$ cat src/hw/rtl/ssdr_pkg.sv
// ---------------------------------------------------------------------------
// ssdr_pkg
// types, constants and the pattern classifier of the seven segment digit reader
// ---------------------------------------------------------------------------
package ssdr_pkg;

   localparam int SEG_BITS    = 7;
   localparam int DIGIT_BITS  = 4;
   localparam int DIGIT_COUNT = 10;

   localparam logic [7:0] LIT_VALUE = 8'd255;

   // segment flag bits, bit0 = a through bit6 = g
   localparam logic [SEG_BITS-1:0] SEG_A = 7'h01;
   localparam logic [SEG_BITS-1:0] SEG_B = 7'h02;
   localparam logic [SEG_BITS-1:0] SEG_C = 7'h04;
   localparam logic [SEG_BITS-1:0] SEG_D = 7'h08;
   localparam logic [SEG_BITS-1:0] SEG_E = 7'h10;
   localparam logic [SEG_BITS-1:0] SEG_F = 7'h20;
   localparam logic [SEG_BITS-1:0] SEG_G = 7'h40;

   localparam logic [DIGIT_BITS-1:0] DIGIT_ONE = 4'd1;

   // gfedcba patterns; the entry for one is never matched, one comes from the aspect test
   localparam logic [SEG_BITS-1:0] DIGIT_PATTERNS [DIGIT_COUNT] = '{
      7'h3F, 7'h06, 7'h5B, 7'h4F, 7'h66, 7'h6D, 7'h7D, 7'h07, 7'h7F, 7'h6F
   };

   // register indexes of the configuration port
   typedef enum logic {
      CSR_REGION_HEIGHT = 1'b0,
      CSR_REGION_WIDTH  = 1'b1
   } csr_index_type;

   typedef struct packed {
      logic [DIGIT_BITS-1:0] digit;
      logic                  recognized;
      logic [SEG_BITS-1:0]   segments;
   } result_type;

   // tall narrow region is a one, otherwise match the fixed patterns
   function automatic result_type classify(logic [SEG_BITS-1:0] flags, logic narrow);
      result_type r;
      r.digit      = '0;
      r.recognized = 1'b0;
      r.segments   = flags;
      if (narrow) begin
         r.digit      = DIGIT_ONE;
         r.recognized = 1'b1;
      end else begin
         // walk downward so the lowest matching digit wins
         for (int k = DIGIT_COUNT - 1; k >= 0; k--) begin
            if (DIGIT_BITS'(k) != DIGIT_ONE && flags == DIGIT_PATTERNS[k]) begin
               r.digit      = DIGIT_BITS'(k);
               r.recognized = 1'b1;
            end
         end
      end
      return r;
   endfunction

endpackage

$ cat src/hw/rtl/seven_segment_digit_reader.sv
// ---------------------------------------------------------------------------
// seven_segment_digit_reader
// reads one seven segment digit from a binarized region streamed pixel by pixel
// ---------------------------------------------------------------------------
// usage:
//   write the region height (index 0) and width (index 1) on the csr port
//   while the block is idle; a value of zero counts as one.
//   stream the region's pixels in raster order on req_; 255 is a lit pixel.
//   after the last pixel of the region one transaction appears on rsp_ with
//   the digit, the recognized flag and the gathered segment flags.
// timing:
//   one pixel per cycle sustained while no region end waits on a stalled
//   output; a pixel is held in the input register, and the result of a region
//   is written to the output register as its last pixel is consumed.
//   the per-pixel update is a handful of compares between the input register
//   and the output register; the divide by three of the height runs on the
//   csr write, not per pixel.
// reset clears the counters, the flags and both valid bits, and sets the
//   region to one by one. while rsp_stall holds a waiting result, pixels that
//   do not end a region keep flowing; a region end waits for the output slot.
// ---------------------------------------------------------------------------
module seven_segment_digit_reader #(
   parameter int COORD_BITS = 10
) (
   input  logic                            clock,
   input  logic                            reset,
   // pixel input
   input  logic                            req_valid,
   output logic                            req_stall,
   input  logic [7:0]                      req_pixel_value,
   // result output
   output logic                            rsp_valid,
   input  logic                            rsp_stall,
   output logic [ssdr_pkg::DIGIT_BITS-1:0] rsp_digit,
   output logic                            rsp_recognized,
   output logic [ssdr_pkg::SEG_BITS-1:0]   rsp_segments,
   // configuration writes
   input  logic                            csr_wr_en,
   input  ssdr_pkg::csr_index_type         csr_index,
   input  logic [COORD_BITS-1:0]           csr_wdata
);
   import ssdr_pkg::*;

   logic                  in_valid_ff, in_valid_in;
   logic                  in_lit_ff, in_lit_in;
   logic                  out_valid_ff, out_valid_in;
   result_type            out_data_ff, out_data_in;

   logic [COORD_BITS-1:0] last_row_idx;
   logic [COORD_BITS-1:0] last_col_idx;
   logic [COORD_BITS-1:0] mid_col;
   logic [COORD_BITS-1:0] upper_row;
   logic [COORD_BITS-1:0] lower_row;
   logic                  narrow;
   logic                  region_end;
   result_type            result;
   logic                  out_free;
   logic                  step;
   logic                  req_fire;

   ssdr_cfg #(
      .COORD_BITS(COORD_BITS)
   ) u_cfg (
      .clock        (clock),
      .reset        (reset),
      .csr_wr_en    (csr_wr_en),
      .csr_index    (csr_index),
      .csr_wdata    (csr_wdata),
      .last_row_idx (last_row_idx),
      .last_col_idx (last_col_idx),
      .mid_col      (mid_col),
      .upper_row    (upper_row),
      .lower_row    (lower_row),
      .narrow       (narrow)
   );

   ssdr_scan #(
      .COORD_BITS(COORD_BITS)
   ) u_scan (
      .clock        (clock),
      .reset        (reset),
      .step         (step),
      .lit          (in_lit_ff),
      .last_row_idx (last_row_idx),
      .last_col_idx (last_col_idx),
      .mid_col      (mid_col),
      .upper_row    (upper_row),
      .lower_row    (lower_row),
      .narrow       (narrow),
      .region_end   (region_end),
      .result       (result)
   );

   // handshake: only a region end needs the output slot
   assign out_free  = !out_valid_ff || !rsp_stall;
   assign step      = in_valid_ff && (!region_end || out_free);
   assign req_stall = in_valid_ff && !step;
   assign req_fire  = req_valid && !req_stall;

   // input register
   always_comb begin
      in_valid_in = in_valid_ff;
      in_lit_in   = in_lit_ff;
      if (req_fire) begin
         in_valid_in = 1'b1;
         in_lit_in   = (req_pixel_value == LIT_VALUE);
      end else if (step) begin
         in_valid_in = 1'b0;
      end
   end

   // output register
   always_comb begin
      out_valid_in = out_valid_ff;
      out_data_in  = out_data_ff;
      if (step && region_end) begin
         out_valid_in = 1'b1;
         out_data_in  = result;
      end else if (!rsp_stall) begin
         out_valid_in = 1'b0;
      end
   end

   always_ff @(posedge clock) begin
      if (reset) begin
         in_valid_ff  <= 1'b0;
         out_valid_ff <= 1'b0;
      end else begin
         in_valid_ff  <= in_valid_in;
         out_valid_ff <= out_valid_in;
      end
   end

   always_ff @(posedge clock) begin
      in_lit_ff   <= in_lit_in;
      out_data_ff <= out_data_in;
   end

   assign rsp_valid      = out_valid_ff;
   assign rsp_digit      = out_data_ff.digit;
   assign rsp_recognized = out_data_ff.recognized;
   assign rsp_segments   = out_data_ff.segments;

endmodule

$ cat src/hw/rtl/ssdr_cfg.sv
// ---------------------------------------------------------------------------
// ssdr_cfg
// region size registers and the probe geometry derived from them at write time
// ---------------------------------------------------------------------------
module ssdr_cfg #(
   parameter int COORD_BITS = 10
) (
   input  logic                        clock,
   input  logic                        reset,
   input  logic                        csr_wr_en,
   input  ssdr_pkg::csr_index_type     csr_index,
   input  logic [COORD_BITS-1:0]       csr_wdata,
   output logic [COORD_BITS-1:0]       last_row_idx,
   output logic [COORD_BITS-1:0]       last_col_idx,
   output logic [COORD_BITS-1:0]       mid_col,
   output logic [COORD_BITS-1:0]       upper_row,
   output logic [COORD_BITS-1:0]       lower_row,
   output logic                        narrow
);
   import ssdr_pkg::*;

   // floor(h/3) = (h * RECIP) >> (COORD_BITS+1) for every h below 2**COORD_BITS
   localparam logic [COORD_BITS-1:0] RECIP = COORD_BITS'((2 ** (COORD_BITS + 1) + 2) / 3);

   logic [COORD_BITS-1:0]   height_ff, height_in;
   logic [COORD_BITS-1:0]   width_ff, width_in;
   logic [COORD_BITS-1:0]   last_row_ff, last_row_in;
   logic [COORD_BITS-1:0]   last_col_ff, last_col_in;
   logic [COORD_BITS-1:0]   mid_col_ff, mid_col_in;
   logic [COORD_BITS-1:0]   upper_row_ff, upper_row_in;
   logic [COORD_BITS-1:0]   lower_row_ff, lower_row_in;
   logic                    narrow_ff, narrow_in;

   logic [COORD_BITS-1:0]   wr_eff;
   logic [2*COORD_BITS-1:0] third_prod;
   logic [COORD_BITS-1:0]   third;
   logic [COORD_BITS+1:0]   width_x3;
   logic [COORD_BITS+1:0]   height_ext;

   // a size of zero counts as one
   assign wr_eff = (csr_wdata == '0) ? COORD_BITS'(1) : csr_wdata;

   // divide the new height by three
   assign third_prod = {{COORD_BITS{1'b0}}, wr_eff} * {{COORD_BITS{1'b0}}, RECIP};
   assign third      = {1'b0, third_prod[2*COORD_BITS-1:COORD_BITS+1]};

   // next register values
   always_comb begin
      height_in    = height_ff;
      width_in     = width_ff;
      last_row_in  = last_row_ff;
      last_col_in  = last_col_ff;
      mid_col_in   = mid_col_ff;
      upper_row_in = upper_row_ff;
      lower_row_in = lower_row_ff;
      width_x3     = {2'b00, width_ff} + {1'b0, width_ff, 1'b0};
      height_ext   = {2'b00, height_ff};
      if (csr_wr_en) begin
         unique case (csr_index)
            CSR_REGION_HEIGHT: begin
               height_in    = wr_eff;
               last_row_in  = wr_eff - COORD_BITS'(1);
               upper_row_in = third;
               lower_row_in = {third[COORD_BITS-2:0], 1'b0};
               height_ext   = {2'b00, wr_eff};
            end
            CSR_REGION_WIDTH: begin
               width_in    = wr_eff;
               last_col_in = wr_eff - COORD_BITS'(1);
               mid_col_in  = wr_eff >> 1;
               width_x3    = {2'b00, wr_eff} + {1'b0, wr_eff, 1'b0};
            end
            default: ;
         endcase
      end
      narrow_in = width_x3 < height_ext;
   end

   // registers, reset to a one by one region
   always_ff @(posedge clock) begin
      if (reset) begin
         height_ff    <= COORD_BITS'(1);
         width_ff     <= COORD_BITS'(1);
         last_row_ff  <= '0;
         last_col_ff  <= '0;
         mid_col_ff   <= '0;
         upper_row_ff <= '0;
         lower_row_ff <= '0;
         narrow_ff    <= 1'b0;
      end else begin
         height_ff    <= height_in;
         width_ff     <= width_in;
         last_row_ff  <= last_row_in;
         last_col_ff  <= last_col_in;
         mid_col_ff   <= mid_col_in;
         upper_row_ff <= upper_row_in;
         lower_row_ff <= lower_row_in;
         narrow_ff    <= narrow_in;
      end
   end

   assign last_row_idx = last_row_ff;
   assign last_col_idx = last_col_ff;
   assign mid_col      = mid_col_ff;
   assign upper_row    = upper_row_ff;
   assign lower_row    = lower_row_ff;
   assign narrow       = narrow_ff;

endmodule

$ cat src/hw/rtl/ssdr_scan.sv
// ---------------------------------------------------------------------------
// ssdr_scan
// row and column tracking, probe line tests and segment flag accumulation
// ---------------------------------------------------------------------------
module ssdr_scan #(
   parameter int COORD_BITS = 10
) (
   input  logic                       clock,
   input  logic                       reset,
   input  logic                       step,
   input  logic                       lit,
   input  logic [COORD_BITS-1:0]      last_row_idx,
   input  logic [COORD_BITS-1:0]      last_col_idx,
   input  logic [COORD_BITS-1:0]      mid_col,
   input  logic [COORD_BITS-1:0]      upper_row,
   input  logic [COORD_BITS-1:0]      lower_row,
   input  logic                       narrow,
   output logic                       region_end,
   output ssdr_pkg::result_type       result
);
   import ssdr_pkg::*;

   logic [COORD_BITS-1:0] col_ff, col_in;
   logic [COORD_BITS-1:0] row_ff, row_in;
   logic [SEG_BITS-1:0]   flags_ff, flags_in;
   logic [SEG_BITS-1:0]   hits;
   logic [SEG_BITS-1:0]   flags_now;
   logic                  last_col;
   logic                  last_row;
   logic                  left_half;

   assign last_col   = col_ff >= last_col_idx;
   assign last_row   = row_ff >= last_row_idx;
   assign region_end = last_col && last_row;
   assign left_half  = col_ff < mid_col;

   // segments hit by the current pixel
   always_comb begin
      hits = '0;
      if (lit) begin
         if (col_ff == mid_col) begin
            priority if (row_ff < upper_row) hits = hits | SEG_A;
            else if (row_ff < lower_row)     hits = hits | SEG_G;
            else                             hits = hits | SEG_D;
         end
         if (row_ff == upper_row) hits = hits | (left_half ? SEG_F : SEG_B);
         if (row_ff == lower_row) hits = hits | (left_half ? SEG_E : SEG_C);
      end
   end

   assign flags_now = flags_ff | hits;
   assign result    = classify(flags_now, narrow);

   // counter and flag update for one pixel
   always_comb begin
      col_in   = col_ff;
      row_in   = row_ff;
      flags_in = flags_ff;
      if (step) begin
         flags_in = region_end ? '0 : flags_now;
         if (!last_col) begin
            col_in = col_ff + COORD_BITS'(1);
         end else begin
            col_in = '0;
            row_in = last_row ? '0 : row_ff + COORD_BITS'(1);
         end
      end
   end

   always_ff @(posedge clock) begin
      if (reset) begin
         col_ff   <= '0;
         row_ff   <= '0;
         flags_ff <= '0;
      end else begin
         col_ff   <= col_in;
         row_ff   <= row_in;
         flags_ff <= flags_in;
      end
   end

endmodule

$ cat config.mk
export PLATFORM = sky130hd
export DESIGN_NAME = seven_segment_digit_reader
export DESIGN_NICKNAME = d
export VERILOG_FILES = /design/src/hw/rtl/ssdr_pkg.sv /design/src/hw/rtl/seven_segment_digit_reader.sv /design/src/hw/rtl/ssdr_cfg.sv /design/src/hw/rtl/ssdr_scan.sv
export SDC_FILE = /design/constraint.sdc
export NUM_CORES = 1
export LEC_CHECK = 0
export ABC_CLOCK_PERIOD_IN_PS = 6250
export BUFFER_PORTS_ARGS = -buffer_cell sky130_fd_sc_hd__buf_4
export CAP_MARGIN = 30
export CORE_ASPECT_RATIO = 1.4
export CORE_MARGIN = 2
export CORE_UTILIZATION = 45
export CTS_CLUSTER_DIAMETER = 150
export DETAILED_ROUTE_END_ITERATION = 16
export PLACE_DENSITY = 0.65
export SLEW_MARGIN = 20
export SYNTH_ARGS = -nofsm -noshare
export SYNTH_HDL_FRONTEND = slang
export SYNTH_SLANG_ARGS = --single-unit
$ cat constraint.sdc
create_clock -name clock -period 6.25 [get_ports clock]
set_clock_uncertainty 0.1 [all_clocks]
set_input_delay 0.9375 -clock clock [delete_from_list [all_inputs] [get_ports clock]]
set_output_delay 0.9375 -clock clock [all_outputs]
set_load 0.03 [all_outputs]
Yosys cells after proc, flatten, opt, wreduce, memory -nomap -nowiden
Index checks and enable logic that the tools add are counted.
Widths: inputs -> output; s select.
Word-level totals
  flip-flop bits (word level): 101
  word-level logic and storage cells: 101
Operators by class
  bitwise logic cells: 4
  $mul: 1
  reduce and logical (&&, ||, !) cells: 21
  multiplexer cells: 31
  equal/unequal tests: 14
  $add $sub $neg: 5
  $lt $le $gt $ge: 6
Operators with widths (count)
  $mux 7: 9
  $eq 7x7->1 const B: 7
  $mux 10: 4
  $mux 12: 3
  $add 10x11->12: 2
  $or 7x7->7: 3
  $add 10x1->10 const B: 2
  $eq 10x9->1: 2
  $ge 10x10->1: 2
  $lt 10x9->1: 2
  $mul 10x10->20 const B: 1
  $mux 4: 4
  $mux 5: 3
  $lt 12x12->1: 1
  $eq 10x10->1: 1
  $logic_not 10->1: 1
  $lt 10x10->1: 1
  $sub 10x1->10 const B: 1
  $reduce_or 9->1: 1
  $eq 8x8->1 const B: 1
  $reduce_or 8->1: 1
  $eq 7x3->1 const B: 1
  $eq 7x6->1 const B: 1
  $mux 3: 2
  other kinds (12): 26

Depth between registers and ports, before layout
Gate-level depths: netlist of the first run.
  depth in word-level cells: 22
  depth in mapped cells: 23
  gate-level depth less buffers: 22

Modules after synthesis
Synthesis of the first run repeated with hierarchy kept, for this count alone.
Unflattened totals
  cell total of the unflattened synthesis: 943
  area total of the unflattened synthesis: 8136.6 µm²
Modules (own cells, without submodules)
  ssdr_cfg: cells each 574, area an instance 4908.5 µm², times used 1, seq. area each 1001.0 µm²
  ssdr_scan: cells each 340, area an instance 2728.9 µm², times used 1, seq. area each 540.5 µm²
  seven_segment_digit_reader: cells each 29, area an instance 499.2 µm², times used 1, seq. area each 430.4 µm²

Least setup slack after synthesis of the first run
No wires, ideal clock.
  kind: in2reg
  from: input csr_wdata[4]
  to: register u_cfg.upper_row_ff[8], in the netlist u_cfg.upper_row[8]
  path buffers: 1
  cell stages on the path: 21
  required time: 6018 ps
  path slack: -101 ps
  arrival time: 6120 ps
  cell sequence: inv_1 > ha_1 > nand4_1 > or3_1 > clkbuf_1 > nand2_1 > inv_1 > ha_1 > ha_1 > fa_1 > fa_1 > inv_1 > fa_1 > inv_1 > ha_1 > a2111o_1 > a211o_1 > a41oi_1 > o21ai_0 > o41ai_1 > nor3_1
Between the ends
  cells in the longest elaborated chain, start to end: 3
Ends and longest elaborated chain
  start: declaration: line seven_segment_digit_reader.sv:40  | input logic [COORD_BITS-1:0] csr_wdata
  $logic_not 10->1: line ssdr_cfg.sv:41  | assign wr_eff = (csr_wdata == '0) ? COORD_BITS'(1) : csr_wdata;
  $mux 10: line ssdr_cfg.sv:41
  named net u_cfg.wr_eff[8]: line ssdr_cfg.sv:34  | logic [COORD_BITS-1:0] wr_eff;
  $mul 10x10->20: line ssdr_cfg.sv:44  | assign third_prod = {{COORD_BITS{1'b0}}, wr_eff} * {{COORD_BITS{1'b0}}, RECIP};
  end signal: assignment: line ssdr_cfg.sv:96  | upper_row_ff <= upper_row_in;
  end: declaration: line ssdr_cfg.sv:30  | logic [COORD_BITS-1:0] upper_row_ff, upper_row_in;
The timed path passes the listed nets, and every way through them passes these cells.
A chain may end at the register's enable or synchronous reset.

Worst setup path in the final report of the first run
  from: input csr_wdata[8]
  to: register u_cfg.upper_row_ff[8], in the netlist u_cfg.upper_row[8]
Same word-level chain as after synthesis.

==> results.md, run 1 <==
Status:
- The run finished with clean final reports.

Pwr:
- The combinational fraction of design power is 45.5%.
- Registers are responsible for 29.6% of the overall power.
- In this run the power spent charging and discharging nets is 822 uW.
- The portion of total power attributed to the clock network is 24.9%.
- The total power per unit cell area is 248 nW/um^2.
- The analysis attributes to cell leakage a power of 4.27 nW.
- The internal power is 1.42 mW.
- The worst IR drop on VDD is 0.000124 V.
- The share of total power consumed by net switching is 36.6%.

Finish:
- The filler cells instantiated in the layout total 1,686.
- The fraction of layout cells with a size suffix above 1 is 12.4%.
- The number of antenna diodes in the final layout is 0.
- At the end of the flow the core is filled with cells to 52.5%.
- After routing the design area is 9060 um^2.
- The final non-filler cell total is 1,234.
- The most frequent standard cell in the layout excluding fill and tap cells is ha_1.
- Leaving out fill and tap cells, the most frequent cells in the layout are ha_1, inv_1, nor2_1.
- The layout-stage area growth over the synthesis result is 14.8%.
- The post-layout net count is 1,190.

Logic synthesis:
- The async set-or-reset flop fraction in the synthesized netlist is 0%.
- Summed over all instances, the cell type with the most area after synthesis is ha_1.
- The leading register cell type out of synthesis is dfxtp_1.
- Yosys attributes the largest share of cell area to ha_1, dfxtp_1, fa_1.
- The Yosys step of the flow raised 0 warnings.
- The number of distinct library cells after synthesis is 69.
- In this run, synthesis produced a sequential element count of 92.
- Summing every instance area after synthesis gives 7890 um^2.
- The synthesized netlist cell count is 923.
- A synthesized cell averages 8.55 um^2.
- The number of nets produced by synthesis is 1,120.
- The number of enable flip-flop cells after synthesis is 13.
- The area fraction of the dominant cell type after synthesis is 23.6%.
- The share of the Yosys chip area taken by registers is 25.0%.

GRT:
- Summed over all layers, the global routing overflow is 0.
- The initial antenna violation count was 0.
- Entering global routing, the biggest net connects 65 pins.
- The combined global-route utilization of all metal layers is 20.6%.
- The first global-routing pass estimated 30.6 mm of wire.
- The via count of the first global-routing pass came to 6,305.

STA:
- The least setup slack across all paths after layout is 0.312 ns.
- The highest attainable clock frequency is 168 MHz.
- The max-slew violation count was 0.
- The worst slack on hold paths is 0.353 ns.
- Setup violations remaining at the end of the flow were counted as 0.
- The final hold violation count was 0.
- The worst relative slew slack is 52.6%.
- Setup repair after global routing left no endpoint under its margin.
- The worst path in the final design needs a cycle of 5.94 ns, including I/O delays and setup.
- Dividing the final minimum period by the clock period gives 95.0%.
- The transition time of the tightest slew-check pin is 0.710 ns.

Floorplanning:
- In this run the count of I/O pins placed on the die edge is 38.
- In this run the horizontal extent of the chip is 116 um.
- The die covers 18,600 um^2.
- The core region is 17,300 um^2.
- The number of rows created at floorplan is 57.
- The initial utilization of the core area, before any placement, comes to 45.7%.
- Measured along the y axis, the die boundary spans 161 um.

Clock tree:
- Post-CTS timing repair inserted 0 buffers for setup.
- The cell at the root of the clock tree is clkbuf_16.
- Clock-pin slew was measured on the worst setup and hold paths at 0.06 ns.
- The largest buffer count on any clock path is 2.
- TritonCTS created 9 clock buffers.
- The clock tree from TritonCTS is built.
- The H-tree generated during clock tree synthesis spans 3 levels.
- The number of sinks on the clock net is 92.
- The clock reaches the later pin of the worst-skew pair after 0.35 ns.

Routing:
- The number of vias after detailed routing is 6,576.
- Once detail routing completed, the nets flagged for antenna violations numbered 0.
- The routed wire length is 18.6 mm.
- In the routed layout, each cell is associated on average with a via count of 5.33.
- Dividing the detail-routed wire length by the instance count gives 15.0 um.
- The detailed router finished its first iteration with 370 violations.
- The DRC violations left is 0.
- The pre-antenna-repair detailed-routing pass consisted of 4 iterations.

Job:
- Max-cap violations in this run came to 0.

Worst setup path:
- The worst reg-to-reg setup slack is 2.58 ns.
- The critical path's slowest cell is fa_1.
- The worst register-to-register path has a depth of 15.
- The type of the worst setup path is input port to register.
- At the worst endpoint, the required time is 6.35 ns.
- The largest incremental delay on the critical path is 0.52 ns.
- STA classifies the critical path startpoint as an input port.
- The signal on the critical path passes through buf_4 -> inv_1 -> ha_1 -> nand4_1 -> or3_4 -> nand2_1 -> inv_1 -> ha_1 -> ha_1 -> fa_1 -> fa_1 -> inv_1 -> fa_1 -> inv_1 -> ha_1 -> a2111o_1 -> a211o_1 -> a41oi_2 -> o21ai_1 -> o41ai_2 -> nor3_1.
- The reg-to-reg endpoint is u_cfg.narrow$_SDFF_PP0_.
- STA classifies the critical path endpoint as a register.
- Data on the critical path arrives at its endpoint at 6.04 ns.
- In this run the critical register-to-register path is launched from u_cfg.width_ff[1]$_SDFFE_PP0P_.
- In this run the worst path has a maximum fanout of 8.

Place:
- Counting tap cells, the placed design contains a total of 1,217 instances.
- The count of buffers added on input and output ports is 37.
- The total cell area at the placement stage is 8730 um^2.
- The congestion estimate from routability-driven global placement came to 0.897.
- Prior to clock tree synthesis, the placed netlist has a worst setup slack of -0.176 ns.
- The HPWL reported at the end of detailed placement is 15.0 mm.

Hold path:
- The hold path endpoint is u_cfg.upper_row[5]$_SDFFE_PP0P_.
- Along the worst hold path, the cell count comes to 2.
- The type of the most critical hold path is register to register.
- The startpoint of the worst hold path is u_cfg.upper_row[5]$_SDFFE_PP0P_.
==> registers in the layout (all words and copies together), names as in the netlist, 4 cells and up <==
name                count
u_scan.flags_ff         7
u_scan.col_ff          10
u_cfg.upper_row         9
u_scan.row_ff          10
u_cfg.height_ff        10
rsp_digit               4
u_cfg.last_row_idx     10
rsp_segments            7
u_cfg.width_ff         10
u_cfg.last_col_idx     10
==> layer usage <==
layer  vias to the layer above  track usage (%)  part of all wire (%)
met5                         -                0                     0
met4                         0             6.93                   2.7
met3                        29             2.45                   2.7
met2                       124             37.3                    52
met1                      3071             24.8                    43
li1                       3352                -                     -
==> stage by stage <==
step | TNS (ns) | power, mW
after global placement | -0.168 | 1.69
after floorplan | 0 | 1.42
after global routing | 0 | 2.42
after detailed placement | -0.469 | 1.70
final | 0 | 2.25
after CTS | 0 | 2.27
==> repair_timing <==
| action | 4_1_cts | 5_1_grt |
|---|---|---|
| endpoints found under the hold margin | 0 | 0 |
| endpoints found under the setup margin | 0 | 2 |
| hold buffers | 0 | 0 |
| resized for setup | 0 | 2 |
==> cell families (layout without fill, tap and decap cells) <==
family,after synthesis,after routing,synth area share (%)
multiplexers,2,2,0.254
XOR/XNOR,46,46,5.11
buffers and inverters,138,213,6.63
flip-flops,92,92,25.0
adder cells (fa/ha/maj),173,173,29.7
AND/OR/NAND/NOR,265,265,15.8
AO/OA/AOI/OAI,207,207,17.5
==> worst max-delay path by stage <==
stage,start,endpoint,cells after the start
finish,csr_wdata[8],u_cfg.upper_row[8]$_SDFFE_PP0P_,21
global route,csr_wdata[8],u_cfg.upper_row[8]$_SDFFE_PP0P_,21
CTS,csr_wdata[8],u_cfg.upper_row[8]$_SDFFE_PP0P_,21
detailed placement,csr_wdata[8],u_cfg.upper_row[8]$_SDFFE_PP0P_,21
global placement,csr_wdata[8],u_cfg.upper_row[8]$_SDFFE_PP0P_,21
floorplan,csr_wdata[4],u_cfg.upper_row[8]$_SDFFE_PP0P_,21
==> synth_stat cells, types with 5 or more instances <==
cell type and n:
nor2_1 99, nand2_1 66, o21bai_1 5, a31oi_1 10
nand2b_1 5, nand4_1 18, nand3_1 15, edfxtp_1 13
ha_1 149, inv_1 110, nor2b_1 7, o21a_1 8
xnor2_1 35, nor3_1 20, a21oi_1 81, clkbuf_1 22
and3_1 7, fa_1 24, and2_1 5, a211oi_1 29
or3_1 8, xor2_1 11, a21o_1 14, dfxtp_1 79
o21ai_0 19
==> critical path: cells and delay by family <==
| kind | cells | cell delay, ns |
|---|---|---|
| compound gates | 5 | 1.41 |
| buf+inv | 5 | 0.32 |
| fa+ha+maj | 7 | 2.63 |
| simple gates | 4 | 0.73 |
==> final cells by class <==
class	instances	area (um^2)	area share, %
clock buffers	12	246	2.72
inverters	110	413	4.56
repair buffers	87	657	7.25
multi-input cells	693	5420	59.8
clock inverters	4	57.6	0.635
well taps	236	295	3.26
flip-flops and latches	92	1970	21.8
==> power by group through the flow <==
stage | Sequential (mW) | Combinational [mW] | Clock, mW
after detailed placement | 0.679 | 1.02 | 0
after CTS | 0.665 | 1.03 | 0.570
after global routing | 0.670 | 1.16 | 0.593
final | 0.665 | 1.02 | 0.559
after floorplan | 0.671 | 0.754 | 0
after global placement | 0.678 | 1.01 | 0
No activity file was read; power rests on OpenSTA's default activity.
==> run 2: changes to the inputs <==
--- a/config.mk
+++ b/config.mk
@@ -10,10 +10,10 @@
 export CAP_MARGIN = 30
 export CORE_ASPECT_RATIO = 1.4
 export CORE_MARGIN = 2
-export CORE_UTILIZATION = 45
+export CORE_UTILIZATION = 43
 export CTS_CLUSTER_DIAMETER = 150
 export DETAILED_ROUTE_END_ITERATION = 16
-export PLACE_DENSITY = 0.65
+export PLACE_DENSITY = 0.63
 export SLEW_MARGIN = 20
 export SYNTH_ARGS = -nofsm -noshare
 export SYNTH_HDL_FRONTEND = slang
==> results.md, run 2 (synthesized netlist as in run 1, its figures left out) <==
Status:
- Outcome: finished clean (unchanged).

Finish:
- The final non-filler cell total came to 1,233 (was 1,234).
- The post-layout utilization of the core was 50.1% (was 52.5%).
- Highest-count cells in the layout ignoring fill and taps: ha_1, inv_1, nor2_1 (unchanged).
- The layout-stage area growth over the synthesis result is 14.2% (was 14.8%).
- The fraction of layout cells with a size suffix above 1 was 12.0% (was 12.4%).
- The antenna diode count was 0 (unchanged).
- The post-layout net count was 1,185 (was 1,190).
- The most frequent standard cell in the layout excluding fill and tap cells was ha_1 (unchanged).

Clock tree:
- The cell at the root of the clock tree is clkbuf_16 (unchanged).
- The clock tree from TritonCTS is built (unchanged).
- The number of H-tree levels is 3 (unchanged).
- The largest buffer count on any clock path is 2 (unchanged).
- The insertion delay of the later-clocked pin in the worst-skew pair is 0.35 ns (about the same).
- The number of sinks on the clock net is 92 (unchanged).
- The post-CTS setup buffer count is 0 (unchanged).
- The clock-pin slew on the worst setup and hold paths came to 0.06 ns (about the same).
- The total CTS buffers is 9 (unchanged).

Worst setup path:
- The data arrival time of the worst path came to 6.03 ns (was 6.04 ns).
- The start of the worst register-to-register path is u_cfg.width_ff[1]$_SDFFE_PP0P_ (unchanged).
- The nature of the critical path startpoint is an input port (unchanged).
- The critical path endpoint category is a register (unchanged).
- The launch point of the worst path is csr_wdata[4] (was csr_wdata[8]).
- The type of the worst setup path is input port to register (unchanged).
- The worst endpoint required time is 6.35 ns (about the same).
- The largest fanout of any net on the critical path is 8 (unchanged).

STA:
- The share of the clock period used by the worst path after layout was 94.8% (was 95.0%).
- The highest attainable clock frequency was 169 MHz (was 168 MHz).
- The least setup slack across all paths after layout is 0.324 ns (was 0.312 ns).
- The transition time of the tightest slew-check pin is 0.707 ns (was 0.710 ns).
- The worst relative slew slack is 52.9% (was 52.6%).
- The final critical path time including I/O delays and setup is 5.93 ns (was 5.94 ns).
- The max-slew violation count is 0 (unchanged).
- Setup repair after global routing missed its margin: false (unchanged).
- The count of final setup violators was 0 (unchanged).
- The final hold violation count is 0 (unchanged).

Pwr:
- The combinational fraction of design power is 45.7% (was 45.5%).
- The part of the power in registers is 29.9% (was 29.6%).
- The share of total power consumed by net switching came to 36.9% (was 36.6%).
- The portion of total power attributed to the clock network is 24.3% (was 24.9%).
- The total power per unit cell area is 247 nW/um^2 (was 248 nW/um^2).
- The static leakage power is 4.24 nW (was 4.27 nW).
- The internal power is 1.40 mW (was 1.42 mW).
- The worst IR drop on VDD is 0.000141 V (was 0.000124 V).
- The total net switching power is 822 uW (about the same).

Routing:
- The first-iteration detailed-routing DRC count is 243 (was 370).
- The number of vias after detailed routing is 6,506 (was 6,576).
- The wire length per cell is 14.9 um (was 15.0 um).
- The via-per-instance ratio came to 5.28 (was 5.33).
- The routed wire length is 18.4 mm (was 18.6 mm).
- The DRC violations left is 0 (unchanged).
- The number of iterations in the first detailed-routing pass is 4 (unchanged).
- The remaining antenna violation count after routing came to 0 (unchanged).

Place:
- The total placed cells including tap cells is 1,216 (was 1,217).
- The total of buffers placed on input and output ports is 37 (unchanged).
- The setup slack at placement is -0.130 ns (was -0.176 ns).
- The routability-driven placement congestion ratio is 0.889 (was 0.897).
- The HPWL reported at the end of detailed placement is 15.0 mm (about the same).

Floorplanning:
- The I/O pin total is 38 (unchanged).
- The horizontal extent of the die is 118 um (was 116 um).
- The vertical extent of the die is 164 um (was 161 um).
- The starting density of the core was 43.8% (was 45.7%).
- The die area is 19,500 um^2 (was 18,600 um^2).
- The core box area is 18,000 um^2 (was 17,300 um^2).
- The number of rows created at floorplan is 58 (was 57).

GRT:
- The combined global-route utilization of all metal layers is 19.5% (was 20.6%).
- The first-pass GRT wire length is 30.4 mm (was 30.6 mm).
- The remaining global-route overflow is 0 (unchanged).
- The initial antenna violation count is 0 (unchanged).
- The via count of the first global-routing pass was 6,273 (was 6,305).
- The largest net degree at the start of global routing came to 65 (unchanged).

Job:
- The max-cap violation count came to 0 (unchanged).

Hold path:
- The type of the most critical hold path is register to register (unchanged).
- The startpoint of the worst hold path is u_cfg.upper_row[7]$_SDFFE_PP0P_ (was u_cfg.upper_row[5]$_SDFFE_PP0P_).
==> run 2: worst max-delay path, cell delays in order <==
cell and delay, ns:
buf_4 0.11, inv_1 0.06, ha_1 0.16, nand4_1 0.12, or3_4 0.39, nand2_1 0.11, inv_1 0.06, ha_1 0.29
ha_1 0.35, fa_1 0.51, fa_1 0.51, inv_1 0.05, fa_1 0.49, inv_1 0.04, ha_1 0.29, a2111o_1 0.43
a211o_1 0.31, a41oi_2 0.23, o21ai_1 0.15, o41ai_1 0.32, nor3_1 0.07
==> run 2: routing by layer <==
metal	vias up	global-route usage, %	wire length [um]
li1	3348	-	-
met5	-	0	0
met4	0	6.71	380
met1	3036	22.2	7920
met2	100	37.7	9680
met3	22	2.15	450
==> run 2: cell type report <==
class                           count  area (um^2)
Clock buffer                       10          229
Tap cell                          240          300
Sequential cell                    92         1970
Clock inverter                      6         62.6
Timing Repair Buffer               82          623
Fill cell                        1810         8980
Inverter                          110          413
Multi-Input combinational cell    693         5410
==> run 2: path summary, 6_finish.rpt <==
check	slack, ns	to	cells after the start
max	0.32	u_cfg.upper_row[8]$_SDFFE_PP0P_	21
min	0.35	u_cfg.upper_row[7]$_SDFFE_PP0P_	2
max reg2reg	2.58	u_cfg.narrow$_SDFF_PP0_	15
min reg2reg	0.35	u_cfg.upper_row[7]$_SDFFE_PP0P_	2
==> run 2: timing repair <==
item                                    in CTS  in global routing
endpoints found under the hold margin        0                  0
endpoints found under the setup margin       0                  1
hold buffers                                 0                  0
gates resized for setup                      0                  1
==> run 2: metrics by stage <==
step                      cell area [um^2]  hold WS, ns  total power, mW  setup TNS, ns
final                                 9010        0.355             2.23              0
after global placement                8700        0.338             1.67        -0.0688
after global routing                  9010        0.387             2.40              0
after detailed placement              8700        0.347             1.70         -0.221
after floorplan                       7900        0.332             1.42              0
after CTS                             8990        0.354             2.24              0
==> run 2: power by group through the flow <==
stage | registers [mW] | clock network, mW | logic (mW)
finish | 0.666 | 0.542 | 1.02
global route | 0.670 | 0.574 | 1.15
CTS | 0.665 | 0.550 | 1.02
detailed placement | 0.679 | 0 | 1.02
global placement | 0.678 | 0 | 0.995
floorplan | 0.671 | 0 | 0.754
